## config.mk

```make
export PLATFORM = sky130hd
export DESIGN_NAME = bst_ram
export DESIGN_NICKNAME = d
export VERILOG_FILES = /design/src/sv/bst_ram.sv
export SDC_FILE = /design/constraint.sdc
export NUM_CORES = 1
export LEC_CHECK = 0
export ABC_AREA = 1
export BUFFER_PORTS_ARGS = -buffer_cell sky130_fd_sc_hd__buf_2
export CAP_MARGIN = 40
export CORE_MARGIN = 3
export CORE_UTILIZATION = 45
export DETAILED_ROUTE_END_ITERATION = 10
export PLACE_DENSITY_LB_ADDON = 0.3
export SLEW_MARGIN = 20
export SYNTH_ARGS = -nofsm -noshare
export SYNTH_HDL_FRONTEND = slang
export SYNTH_SLANG_ARGS = --single-unit
```

## constraint.sdc

```tcl
create_clock -name clk_i -period 1.97 [get_ports clk_i]
set_input_delay 0.394 -clock clk_i [delete_from_list [all_inputs] [get_ports clk_i]]
set_output_delay 0.394 -clock clk_i [all_outputs]
set_load 0.01 [all_outputs]
```

## src/sv/bst_ram.sv

```systemverilog
// Generic single-write, single-read RAM with registered read data.
module bst_ram #(
  parameter int Depth = 2,
  parameter int Width = 8,
  localparam int AddrW = (Depth > 1) ? $clog2(Depth) : 1
) (
  input  logic             clk_i,
  input  logic             wr_en_i,
  input  logic [AddrW-1:0] wr_addr_i,
  input  logic [Width-1:0] wr_data_i,
  input  logic [AddrW-1:0] rd_addr_i,
  output logic [Width-1:0] rd_data_o
);

  logic [Width-1:0] mem [Depth];
  logic [Width-1:0] rd_data_q;

  always_ff @(posedge clk_i) begin
    if (wr_en_i) begin
      mem[wr_addr_i] <= wr_data_i;
    end
  end

  always_ff @(posedge clk_i) begin
    rd_data_q <= mem[rd_addr_i];
  end

  assign rd_data_o = rd_data_q;

endmodule

```

==> run metrics <==
IO Pins=20; critical path's top delay family=flip-flops; HP Start=wr_data_i[7]; CP cell instances=buf_2; H-tree levels=1; post_cts resized=0; Rows=14; DR vias=423; commonest non-fill, non-tap cell in the layout=nand2_1; Worst Hold Class=in -> reg; clk root buf=clkbuf_4; highest clock rate=0.8744 GHz; n_diodes=0; GPL Wtd Cong=0.7039; final setup vio count=0; Pins Over Slew Limit=0; pin count of the biggest net entering global routing=14; PwrDens=949.8 nW/um^2; Starting Density=0.4935; later-pin clock latency in the skew report=0.30 ns; 1st-iter DRT viols=2; minimum clock period=1.144 ns; Leak Pwr=a little over 0.4 nW; synth top area cells=edfxtp_1 (63%), dfxtp_1 (21%), nand2_1 (12%); fin crit share=0.5805; Antenna Nets Post-Route=0; Congestion Overflow GR=0; Max Clock Skew=0.001134 ns; nets@finish=90; Tightest Pin Transition=between 0.2 and 0.3 ns; Synth Warn #=0; first-pass detailed-route iteration total=2; Routed WL=951 um; post-cts hold buffer count=0; syn_area_per_cell=between 10 and 15 um^2; Sink Count=24; setup repair bufs after CTS=0; Fin. Hold Viols=0; Yosys cell types=7; Max-Cap Viols=0; layout cells sized above 1=0.3117; WP buf/inv=1; initial antenna violation count=0; Post-route DRC=0; commonest non-fill, non-tap cells in the layout=nand2_1 (25), buf_2 (19), edfxtp_1 (16); Clock Path Buffers=2; critical path startpoint=rd_data_o[5]; die height=47.12 um; setup tns final=0 ns; port bufs=19; status=finished, final reports clean; DR vias/cell=4.548; register area share after synthesis=0.8421; crit path kind=reg -> out; unrepaired setup endpoints after global routing=false; Core Area=1541 um^2; Synth Instances=54; area leader, netlist=edfxtp_1; max incr delay on CP=about 0.33 ns; FF-to-FF Start=mem[0][7]; Final Util=0.5828; Placed Cells=89; crit path capture type=output port; slowest CP cell=dfxtp_1; clk slew on worst S/H paths=0.11 ns; die width=between 40 and 50 um; Finished Layout Cells=93; worst-path fanout max=1; synthesized net count=66; first-pass GRT wire length=1490 um; WP data required=1.58 ns; top cell type's share of synthesized area=0.6316; max_slew headroom=0.8053; Layout area overhead=18.09%; Post-Syn Area=approximately 760 um^2; wire per inst=10.23 um; vias in the first global route=367; CP startpoint kind=flip-flop; #FFs+latches synth=24; gr usage total=0.1114; TritonCTS Buffers=3; DIE AREA=~2200 um^2; WP data arrival=0.75 ns; maximum VDD drop=0.0006172 V; CTS tree=done
[cell families after synthesis]
logic type | after synthesis | share of synthesized area
buffers and inverters | 4 | 0.02960
flip-flops | 24 | 0.8421
AND/OR/NAND/NOR | 26 | 0.1283
[worst register-to-register path, cell delays in order, from the launching register on]
cell and delay [ns]:
edfxtp_1 0.37, nand2_1 0.07, nand2_1 0.05
[metal layers]
layer,vias up,global-route usage,share of wire
li1,220,-,-
met1,185,0.1058,0.36
met2,14,0.1789,0.51
met3,4,0.02682,0.073
met4,0,0.1326,0.052
met5,-,0,0
[final cells by class]
cell class              instances  area [um^2]
well taps                      16        20.02
fillers                       127        643.1
flip-flops and latches         24        640.6
clock buffers                   4        26.28
repair buffers                 20        102.6
multi-input cells              26        97.59
inverters                       3        11.26
[path summary, 6_finish.rpt]
path	slack (ns)	to	cells past startpoint
min	0.27	mem[1][7]	1
max reg2reg	1.38	rd_data_o[7]	2
min reg2reg	0.45	rd_data_o[2]	2
max	0.83	rd_data_o[5]	1
[state kept, by name, summed over array words and instances (netlist names)]
| signal | count |
|---|---|
| rd_data_o | 8 |
| mem | 16 |
[metrics by stage]
stage	total power [mW]	instance area [um^2]	hold slack, ns	worst slack (ns)
floorplan	0.6264	760.7	0.4119	0.8161
global placement	0.6557	872.1	0.4144	0.8968
detailed placement	0.6577	872.1	0.4209	0.8741
CTS	0.8634	898.4	0.2577	0.8120
global route	0.8987	898.4	0.2519	0.7790
finish	0.8532	898.4	0.2662	0.8264
[synth_stat cells]
library cell,number
nand2_1,25
edfxtp_1,16
dfxtp_1,8
inv_1,2
buf_6,1
inv_2,1
nor2_1,1
[where the power goes]
group,switching [mW],total [mW],internal [mW]
clock,0.130,0.209,0.0791
combinational,0.0355,0.0613,0.0258
sequential,0.00749,0.583,0.576
Note: power is estimated with default switching activity, not from simulation.
