$ cat src/sv/bst_pkg.sv
// Shared types and constants for the array-held binary search tree.
package bst_pkg;

  localparam int TreeLevels    = 10;
  localparam int KeyW          = 32;
  localparam int SlotW         = TreeLevels;
  localparam int CountW        = TreeLevels;
  localparam int PosW          = TreeLevels;
  localparam int SlotCount     = 2 ** TreeLevels - 1;
  localparam int MaxLevelSlots = 2 ** (TreeLevels - 1);
  localparam int ClrW          = TreeLevels - 1;

  typedef logic signed [KeyW-1:0] key_t;

  typedef enum logic {
    CMD_INSERT = 1'b0,
    CMD_LOOKUP = 1'b1
  } cmd_e;

  typedef enum logic [2:0] {
    ST_INSERTED  = 3'd0,
    ST_PRESENT   = 3'd1,
    ST_NO_ROOM   = 3'd2,
    ST_FOUND     = 3'd3,
    ST_NOT_FOUND = 3'd4
  } status_e;

  // Walk token handed from one level to the next. pos is slot + 1, so its
  // low bits are the index within the level and a child is {pos, greater}.
  typedef struct packed {
    logic                valid;
    cmd_e                cmd;
    key_t                key;
    logic                done;
    status_e             status;
    logic [SlotW-1:0]    slot;
    logic [PosW-1:0]     pos;
  } tok_t;

  typedef struct packed {
    logic vld;
    key_t key;
  } entry_t;

  typedef struct packed {
    logic            en;
    logic [PosW-1:0] pos;
    entry_t          data;
  } wr_req_t;

  typedef struct packed {
    status_e           status;
    logic [SlotW-1:0]  slot;
    logic [CountW-1:0] count;
  } result_t;

endpackage

$ cat src/sv/bst_cell.sv
// One tree level: compares the walking key with the entry read for it.
module bst_cell import bst_pkg::*; (
  input  logic    clk_i,
  input  logic    rst_ni,
  input  tok_t    tok_i,
  input  entry_t  rd_data_i,
  output tok_t    tok_o,
  output wr_req_t wr_o
);

  tok_t tok_q;
  logic gt;
  logic [SlotW-1:0] here_slot;

  always_ff @(posedge clk_i or negedge rst_ni) begin
    if (!rst_ni) begin
      tok_q <= '0;
    end else begin
      tok_q <= tok_i;
    end
  end

  assign gt        = $signed(tok_q.key) > $signed(rd_data_i.key);
  assign here_slot = SlotW'(tok_q.pos - PosW'(1));

  always_comb begin
    tok_o         = tok_q;
    wr_o.en       = 1'b0;
    wr_o.pos      = tok_q.pos;
    wr_o.data.vld = 1'b1;
    wr_o.data.key = tok_q.key;
    if (tok_q.valid && !tok_q.done) begin
      if (!rd_data_i.vld) begin
        // empty slot ends the walk
        tok_o.done = 1'b1;
        if (tok_q.cmd == CMD_INSERT) begin
          wr_o.en      = 1'b1;
          tok_o.status = ST_INSERTED;
          tok_o.slot   = here_slot;
        end else begin
          tok_o.status = ST_NOT_FOUND;
          tok_o.slot   = '0;
        end
      end else if (tok_q.key == rd_data_i.key) begin
        tok_o.done   = 1'b1;
        tok_o.status = (tok_q.cmd == CMD_INSERT) ? ST_PRESENT : ST_FOUND;
        tok_o.slot   = here_slot;
      end else begin
        tok_o.pos = {tok_q.pos[PosW-2:0], gt};
      end
    end
  end

endmodule

$ cat config.mk
export PLATFORM = sky130hd
export DESIGN_NAME = bst_cell
export DESIGN_NICKNAME = d
export VERILOG_FILES = /design/src/sv/bst_pkg.sv /design/src/sv/bst_cell.sv
export SDC_FILE = /design/constraint.sdc
export NUM_CORES = 1
export LEC_CHECK = 0
export BUFFER_PORTS_ARGS = -buffer_cell sky130_fd_sc_hd__buf_2
export CAP_MARGIN = 30
export CORE_ASPECT_RATIO = 1.75
export CORE_MARGIN = 3
export CORE_UTILIZATION = 35
export CTS_BUF_LIST = sky130_fd_sc_hd__clkbuf_8
export DETAILED_ROUTE_END_ITERATION = 16
export GPL_TIMING_DRIVEN = 0
export PLACE_DENSITY = 0.66
export SLEW_MARGIN = 20
export SYNTH_ARGS = -nofsm -noshare
export SYNTH_HDL_FRONTEND = slang
export SYNTH_SLANG_ARGS = --single-unit
$ cat constraint.sdc
create_clock -name clk_i -period 2.55 [get_ports clk_i]
set_input_delay 0.1275 -clock clk_i [delete_from_list [all_inputs] [get_ports clk_i]]
set_output_delay 0.1275 -clock clk_i [all_outputs]
set_load 0.05 [all_outputs]
==> impl_metrics.env <==
export IMPL_place_area_um2=4530
export IMPL_leakagePower_nw=3.11
export IMPL_hold_class="input port to async pin"
export IMPL_firstDrtPassIters=4
export IMPL_die_w_um=80.6
export IMPL_arrival_ns=2.48
export IMPL_fmax_ghz=0.383
export IMPL_synthTopCellsByArea="dfrtp_1 43%, buf_4 17%, ha_1 12%"
export IMPL_wl_per_cell_um=14.4
export IMPL_maxCapViolations=0
export IMPL_grt_pass1_wl_um=15500
export IMPL_wl_um=10700
export IMPL_multi_input_area_um2=1520
export IMPL_grtUsageTotal_pct=18.4
export IMPL_slowest_stage="dfrtp_1"
export IMPL_ioPinCount=195
export IMPL_drive_above_1_share_pct=57.7
export IMPL_cpPeakStageDelay_ns=0.43
export IMPL_overflow=0
export IMPL_startpoint_type="register"
export IMPL_async_reset_ff_share_pct=100
export IMPL_post_route_period_util_pct=102
export IMPL_worst_pin_slew_ns=0.746
export IMPL_seqCellArea_um2=1450
export IMPL_area_growth_pct=76.8
export IMPL_placed_cells=643
export IMPL_fillers=737
export IMPL_ir_drop_v=0.000466
export IMPL_synth_warnings=0
export IMPL_setup_tns_ns=-0.515
export IMPL_min_period_ns=2.61
export IMPL_cts_root_buf="clkbuf_8"
export IMPL_swShare_pct=32.3
export IMPL_finalInstanceArea_um2=6020
export IMPL_grt_busiest_layer="met2"
export IMPL_place_hpwl_um=7440
export IMPL_layout_cells_non_filler=743
export IMPL_first_iter_violations=74
export IMPL_seq_power_share_pct=33.0
export IMPL_rsz0062_at_grt="yes"
export IMPL_powerDensity_nw_per_um2=510
export IMPL_synth_top_area_share_pct=42.6
export IMPL_core_um2=9470
export IMPL_clkPwrFrac_pct=35.1
export IMPL_crit_chain="ha_4, nand4_4, nor4_4, buf_4, nand3_4, nand2_2, o31ai_2, a221o_1, buf_6"
export IMPL_gr_usage_met1_pct=17.3
export IMPL_power_internal_mw=2.08
export IMPL_htree_levels=3
export IMPL_synth_cell_area_um2=3410
export IMPL_required_ns=2.42
export IMPL_use_met3_pct=4.48
export IMPL_clock_sinks=58
export IMPL_port_buffers=193
export IMPL_violations="setup timing"
export IMPL_p_sw_uw=993
export IMPL_slew_headroom_pct=50.3
export IMPL_drc=0
export IMPL_syn_area_per_cell_um2=10.4
export IMPL_die_area_um2=11000
export IMPL_utilization_pct=63.6
export IMPL_ant_nets=0
export IMPL_met2_usage_pct=35.3
export IMPL_synthCells=328
export IMPL_cts_path_max_buffers=2
export IMPL_place_ws_ns=0.0247
export IMPL_vias_per_cell=4.40
export IMPL_path_max_fanout=7
export IMPL_grt_pass1_vias=3383
export IMPL_syn_nets=454
export IMPL_end_kind="primary output"
export IMPL_via_count=3272
export IMPL_globalplace_congestion=0.728
export IMPL_ys_seq_area_share_pct=42.6
export IMPL_initial_utilization_pct=36.0
export IMPL_synth_edf_count=0
export IMPL_finalSetupViolations=18
export IMPL_slew_viol_final=0
export IMPL_cts_inserted_buffers=9
export IMPL_grt_antenna_before_repair=1
export IMPL_setup_slack_ns=-0.0617
export IMPL_die_height_um=136
export IMPL_synth_cell_types=42
export IMPL_cts_tree="built"
export IMPL_cts_clk_slew_worst_paths_ns=0.07
export IMPL_synth_seq_cells=58
export IMPL_final_nets=741
export IMPL_finalHoldViolations=0
export IMPL_status="complete, but fails checks"
export IMPL_grt_max_degree=59
export IMPL_synth_top_area_cell="dfrtp_1"
export IMPL_criticalPathCategory="register to primary output"
export IMPL_worst_path_dominant_cell_family="simple AND/OR/NAND/NOR gates"
export IMPL_critPathBufInv=2
export IMPL_placementRows=47
export IMPL_ys_flop_type="dfrtp_1"
export IMPL_combPwrFrac_pct=32.0
[power groups by stage]
stage / sequential [mW] / combinational (mW) / clock, mW
finish: 1.01 / 0.983 / 1.08
global route: 1.02 / 1.05 / 1.13
CTS: 1.01 / 0.943 / 1.09
detailed placement: 1.03 / 0.788 / 0
global placement: 1.03 / 0.776 / 0
floorplan: 1.01 / 0.584 / 0
[metrics by stage]
step / hold slack (ns) / total power, mW
2_1_floorplan: -0.168 / 1.60
3_3_place_gp: 0.236 / 1.80
3_5_place_dp: 0.237 / 1.82
4_1_cts: 0.411 / 3.04
5_1_grt: 0.421 / 3.19
6_report: 0.412 / 3.07
[sequential cells by signal (all words and copies together), names as in the netlist]
signal  cells
wr_o       10
tok_q      14
tok_o      34
[synthesized netlist by cell type (all sizes together), types with 2 or more instances]
cell type,count
nor4,4
o21ai,14
inv,35
dfrtp,58
nor3b,2
ha,33
nand2,25
nor3,3
a31oi,2
mux2,8
nor2,13
nand3,3
a21o,2
nand4,7
xor2,2
a22o,2
a21oi,13
a211oi,2
buf,79
nand2b,3
xnor2,6
a221o,2
[what timing repair did]
item / CTS / global route
resized for setup: 67 / 28
hold buffers: 59 / 0
gates cloned: 1 / 1
setup buffers: 20 / 4
setup endpoints to repair: 24 / 24
endpoints found under the hold margin: 116 / 0
pin swaps: 10 / 18
[per-layer routing]
layer,part of all wire (%),up-vias
met1,33,1516
met5,0,-
met2,57,132
li1,-,1595
met3,6.0,29
met4,4.1,0
[final timing paths]
check	startpoint	endpoint	slack (ns)	depth (start not counted)
setup / recovery	tok_o[55]	tok_o[19]	-0.06	9
min in group clk_i	tok_i[15]	tok_q[15]	0.42	2
max in group asynchronous	rst_ni	tok_o[42]	1.64	2
hold / removal	rst_ni	wr_o[36]	0.41	2
[layout by cell type (no fill, tap or decap), types with 6 or more instances in the layout]
master / n
ha_4: 13
o21ai_2: 10
nor2_1: 10
ha_1: 20
buf_6: 24
buf_4: 100
mux2_4: 6
dfrtp_1: 58
a21oi_1: 13
inv_1: 36
nand2_1: 24
buf_2: 168
clkbuf_8: 11
dlygate4sd3_1: 59
xnor2_1: 6
[final cells by class]
type / count / share of cell area (%)
Sequential cell: 58 / 24.1
Buffer: 78 / 9.85
Inverter: 35 / 2.18
Multi-Input combinational cell: 157 / 25.3
Clock inverter: 5 / 1.68
Timing Repair Buffer: 276 / 31.8
Tap cell: 122 / 2.53
Clock buffer: 11 / 2.51
Antenna cell: 1 / 0.0416
[cells by family (layout without fill, tap and decap cells)]
family | count (synthesis) | count (layout) | synth area share [%]
other cells | 1 | 2 | 0.110
compound gates | 42 | 43 | 7.71
buf+inv | 114 | 405 | 21.3
flops | 58 | 58 | 42.6
simple gates | 64 | 64 | 10.8
mux | 8 | 8 | 3.31
xor+xnor | 8 | 8 | 2.06
fa+ha+maj | 33 | 33 | 12.1
Note: power is estimated with default switching activity, not from simulation.
